===== src/rtl/core/mfmc_pkg.sv =====
package mfmc_pkg;

    // Default sizes of the graph store.
    localparam int MAX_VERTICES_DEF = 32;
    localparam int CAP_WIDTH_DEF    = 16;

    // Fixed field widths at the ports.
    localparam int KIND_W   = 2;
    localparam int VTX_W    = 5;
    localparam int CAPIN_W  = 16;
    localparam int FLOW_W   = 21;
    localparam int MASK_W   = 32;
    localparam int VCOUNT_W = 6;
    localparam int SDATA_W  = 32;
    localparam int MDATA_W  = 56;

    localparam logic [FLOW_W-1:0]   FLOW_LIMIT    = 21'h1FFFFF;
    localparam logic [VCOUNT_W-1:0] VCOUNT_RESET  = 6'd32;

    // Item kinds carried in the slave-side tuser.
    typedef enum logic [KIND_W-1:0] {
        KIND_LOAD  = 2'd0,
        KIND_RUN   = 2'd1,
        KIND_CLEAR = 2'd2
    } kind_t;

    // Sequencer states.
    typedef enum logic [3:0] {
        ST_IDLE,
        ST_LOAD_WR,
        ST_COPY_RD,
        ST_COPY_WR,
        ST_DFS_INIT,
        ST_DFS_POP,
        ST_DFS_SCAN,
        ST_NECK_RD,
        ST_NECK_CMP,
        ST_FWD_RD,
        ST_FWD_WR,
        ST_REV_RD,
        ST_REV_WR,
        ST_DONE
    } state_t;

endpackage


===== src/rtl/core/mfmc_row_ram.sv =====
module mfmc_row_ram #(
    parameter int DEPTH = mfmc_pkg::MAX_VERTICES_DEF,
    parameter int WIDTH = mfmc_pkg::CAP_WIDTH_DEF,
    localparam int AW = (DEPTH > 1) ? $clog2(DEPTH) : 1
) (
    input  logic             clk,
    input  logic             we,
    input  logic [AW-1:0]    waddr,
    input  logic [WIDTH-1:0] wdata,
    input  logic             re,
    input  logic [AW-1:0]    raddr,
    output logic [WIDTH-1:0] rdata
);

    logic [WIDTH-1:0] mem [DEPTH];

    // One write port.
    always_ff @(posedge clk)
    begin
        if (we)
        begin
            mem[waddr] <= wdata;
        end
    end

    // One read port with registered data; the data holds while no read is issued.
    always_ff @(posedge clk)
    begin
        if (re)
        begin
            rdata <= mem[raddr];
        end
    end

endmodule

===== config.mk =====
export PLATFORM = sky130hd
export DESIGN_NAME = mfmc_row_ram
export DESIGN_NICKNAME = d
export VERILOG_FILES = /design/src/rtl/core/mfmc_pkg.sv /design/src/rtl/core/mfmc_row_ram.sv
export SDC_FILE = /design/constraint.sdc
export NUM_CORES = 1
export LEC_CHECK = 0
export BUFFER_PORTS_ARGS = -buffer_cell sky130_fd_sc_hd__buf_2
export CAP_MARGIN = 30
export CORE_MARGIN = 3
export CORE_UTILIZATION = 55
export CTS_CLUSTER_SIZE = 8
export DETAILED_ROUTE_END_ITERATION = 6
export PLACE_DENSITY_LB_ADDON = 0.1
export RECOVER_POWER = 25
export SYNTH_ARGS = -nofsm -noshare
export SYNTH_HDL_FRONTEND = slang
export SYNTH_SLANG_ARGS = --single-unit

===== constraint.sdc =====
create_clock -name clk -period 6.1 [get_ports clk]
set_input_delay 1.22 -clock clk [delete_from_list [all_inputs] [get_ports clk]]
set_output_delay 1.22 -clock clk [all_outputs]
set_load 0.01 [all_outputs]

-- After elaboration in Yosys (flattened, before gate mapping)
Memories as Yosys holds them, arrays and structs flattened. A register that Yosys moved wholly into a read port is not among the register bits.
Cells that the tools add are included.
- register bits: 0
- bits in writable memories: 512
- input bits: 29
- output and inout port bits: 16
- logic and storage cells: 3
- memories: 1
- multiplexer cells: 2
- memories (name ; words ; width ; rd ports ; clocked after memory_dff ; write ports ; RTL line ; source):
    mem ; 32 ; 16 ; 1 ; 1 ; 1 ; mfmc_row_ram.sv:15 ; logic [WIDTH-1:0] mem [DEPTH];
- operators by type and width (cell ; number):
    1-bit 2-to-1 mux ; 2

-- Depth between registers and ports, before layout
- depth after elaboration: 2
- depth in mapped cells: 8
- depth with buffers taken out: 5

-- Worst setup path after synthesis
OpenSTA, ideal clock, no wires.
- path kind: input -> register
- start: in waddr[1]
- end: mem mem[12][0] in the netlist's numbering, enable pin
- setup time: 0.388 ns
- arrival: 2.572 ns
- data required time: 5.712 ns
- slack: 3.140 ns
- stages: 3
- path through: or3b_2 -> clkbuf_1 -> nor2_1
- RTL lines (item ; RTL line ; source):
    start, declared ; mfmc_row_ram.sv:8 ; input logic [AW-1:0] waddr,
    end, declared ; mfmc_row_ram.sv:15 ;
Straight into the memory's write port.

==> impl_metrics.json <==
{
  "status": "complete, but fails checks",
  "violations": "capacitance limit, slew limit",
  "syn_inst": 1143,
  "globalplace.congestion": 0.800,
  "preCtsSetupSlack_ns": 2.14,
  "fp-row-count": 70,
  "worstSetupPathType": "in2reg",
  "path_cells": "buf_8 -> buf_12 -> mux2i_1 -> a22o_1 -> nor3_1 -> a31oi_1 -> nand3_1",
  "numPortBuffers": 44,
  "post-cts-setup-buffer-count": 0,
  "hold_viol": 0,
  "die-area_sq_mm": 0.0400,
  "holdPathStages": 4,
  "rsz0062_at_grt": "no",
  "cpPeakStageDelay_ns": 0.59,
  "slew_viol_final": 198,
  "rrSetupSlack_ns": 4.39,
  "synthFlopType": "edfxtp_1",
  "syn2layout_area_growth_pct": 12.9,
  "clkPwrFrac_pct": 45.0,
  "slew-limit-headroom_pct": -7.83,
  "drc_errors": 0,
  "cp_slowest_cell": "buf_8",
  "tightestPinTransition_ns": 1.62,
  "worstPathMaxFanout": 84,
  "max_freq_ghz": 0.309,
  "r2r-start": "mem[1][13]",
  "fp.coreArea_sq_mm": 0.0369,
  "p_seq_share_pct": 50.3,
  "start_util_pct": 56.1,
  "holdWs_ns": 0.663,
  "comb_power_share_pct": 4.7,
  "min_period_over_period_pct": 53.0,
  "cap_violations": 6,
  "clkTransAtPathRegs_ns": 0.05,
  "final_common_cell": "edfxtp_1",
  "insertion_delay_ns": 0.58,
  "ios": 45,
  "stdcell_count": 1745,
  "grt_pass1_wl_um": 69500,
  "drt_wl_total_um": 47400,
  "grtUsageTotal_pct": 24.3,
  "arrival_ns": 3.53,
  "cts_tree": "done",
  "timing.final.crit_period_ns": 3.24,
  "die_x_um": 200,
  "drive_gt1_share_pct": 13.0,
  "skew_ns": 0.0116,
  "min-delay-path-class": "reg2reg",
  "synthArstFlopShare_pct": 0,
  "dp_cells": 1663,
  "fin_ws_ns": 2.86,
  "hpwlAfterDp_um": 26500,
  "reg2regPathDepth": 5,
  "nFillCells": 2574,
  "grt_start_max_net_pins": 85,
  "p_int_mw": 6.48,
  "syn_area_sq_mm": 0.0207,
  "ir_drop_uv": 225,
  "crit_required_ns": 6.39,
  "overflow": 0,
  "numCtsBuffers": 75,
  "cts_buffer_depth": 3,
  "vias_per_cell": 6.10,
  "ant_nets": 0,
  "synth_nets": 1172,
  "regToRegEndpoint": "rdata[13]",
  "die_h_um": 200,
  "p_switching_mw": 1.63,
  "post_dp_cell_area_sq_mm": 0.0214,
  "hold_buffers": 0,
  "layout_common_cells": "528 x edfxtp_1, 256 x mux2i_1, 81 x clkbuf_16",
  "cts_resized": 0,
  "cts.sinks": 528,
  "yosysWarnings": 0,
  "hold_start": "mem[16][15]",
  "synth_edf_count": 528,
  "yosysUniqueCellTypes": 25,
  "htree_levels": 3,
  "tns_ns": 0,
  "root_buffer": "clkbuf_16",
  "setup_viol": 0,
  "grt_pass1_vias": 10500,
  "synth-seq-cells": 528,
  "min_to": "rdata[15]",
  "ys_seq_area_share_pct": 76.6,
  "dr_total_vias": 10653,
  "drt_iter0_drc": 1028,
  "drt-pass1-iter-count": 5,
  "final_area_sq_mm": 0.0234,
  "final_nets": 1265,
  "pwr_density_cell_mw_per_mm2": 347,
  "antenna_found_initial": 1,
  "syn_area_per_cell_sq_um": 18.1,
  "sw_frac_of_total_pct": 20.1,
  "cp-start-kind": "primary input",
  "p_leak_nw": 8.19,
  "crit_path_end_kind": "flop",
  "route.detailed.wl_per_inst_um": 27.1
}
[how the worst max path moves through the flow]
| stage | start | to | slack [ns] | cells past startpoint |
|---|---|---|---|---|
| detailed placement | raddr[0] | rdata[13] | 2.14 | 7 |
| global route | raddr[0] | rdata[13] | 2.73 | 7 |
| floorplan | waddr[1] | mem[12][0] | 3.14 | 3 |
| CTS | raddr[0] | rdata[13] | 2.76 | 7 |
| finish | raddr[0] | rdata[13] | 2.86 | 7 |
| global placement | raddr[0] | rdata[13] | 2.17 | 7 |
[critical path: cells and delay by family]
kind,cells,cell delay (ns)
AO/OA/AOI/OAI,2,0.69
AND/OR/NAND/NOR,2,0.21
buffers and inverters,2,1.08
multiplexers,1,0.29
[stage by stage]
step | total power [mW] | utilization, %
6_report | 8.11 | 63.4
5_1_grt | 8.36 | 63.4
4_1_cts | 8.17 | 63.4
3_5_place_dp | 4.53 | 57.9
3_3_place_gp | 4.52 | 57.9
2_1_floorplan | 4.37 | -
[cells in the mapped netlist, types with 2 or more instances]
cell type / instances / share of area (%)
clkbuf_1: 12 / 0.22
buf_4: 19 / 0.69
edfxtp_1: 528 / 77
nor3_1: 16 / 0.39
buf_12: 5 / 0.48
nand4_1: 16 / 0.48
a21oi_1: 32 / 0.77
buf_2: 19 / 0.46
a22o_1: 32 / 1.4
nand2b_1: 2 / 0.060
buf_6: 6 / 0.33
mux2i_1: 256 / 12
nor2b_1: 2 / 0.060
a22oi_1: 64 / 2.3
nand2_1: 33 / 0.60
or3b_2: 3 / 0.13
buf_8: 6 / 0.44
a31oi_1: 16 / 0.48
nor2_1: 33 / 0.60
nand3_1: 34 / 0.82
nand3b_1: 5 / 0.18
[cell families after synthesis]
| logic type | after synthesis | share of synthesized area [%] |
|---|---|---|
| and+or+nand+nor | 148 | 3.46 |
| DFF | 528 | 76.6 |
| AOI/OAI and AO/OA | 144 | 4.93 |
| muxes | 256 | 12.4 |
| buffers and inverters | 67 | 2.61 |
[per-layer routing]
layer	vias up	GRT usage (%)	part of all wire (%)
met2	435	38.2	47
li1	4723	-	-
met4	2	8.12	2.7
met3	83	5.39	7.5
met5	-	0	0.027
met1	5410	34.3	42
[state kept, by name, indices dropped and copies added, names as in the netlist]
| signal | flops |
|---|---|
| rdata | 16 |
| mem | 512 |
[power groups by stage]
stage,clock (mW),sequential [mW],combinational [mW]
after floorplan,0,4.14,0.227
after global placement,0,4.14,0.380
after detailed placement,0,4.14,0.384
after CTS,3.71,4.08,0.385
after global routing,3.87,4.08,0.410
final,3.65,4.08,0.382
[final cells by class]
type                       instances  area (sq um)  area share (%)
timing repair buffer              83           536            2.29
antenna                            1          2.50          0.0107
clock buffer                      81          2030            8.67
multi-input combinational        548          4320            18.5
tap                              504           631            2.70
sequential                       528         15900            67.9
No activity file was read; power rests on OpenSTA's default activity.
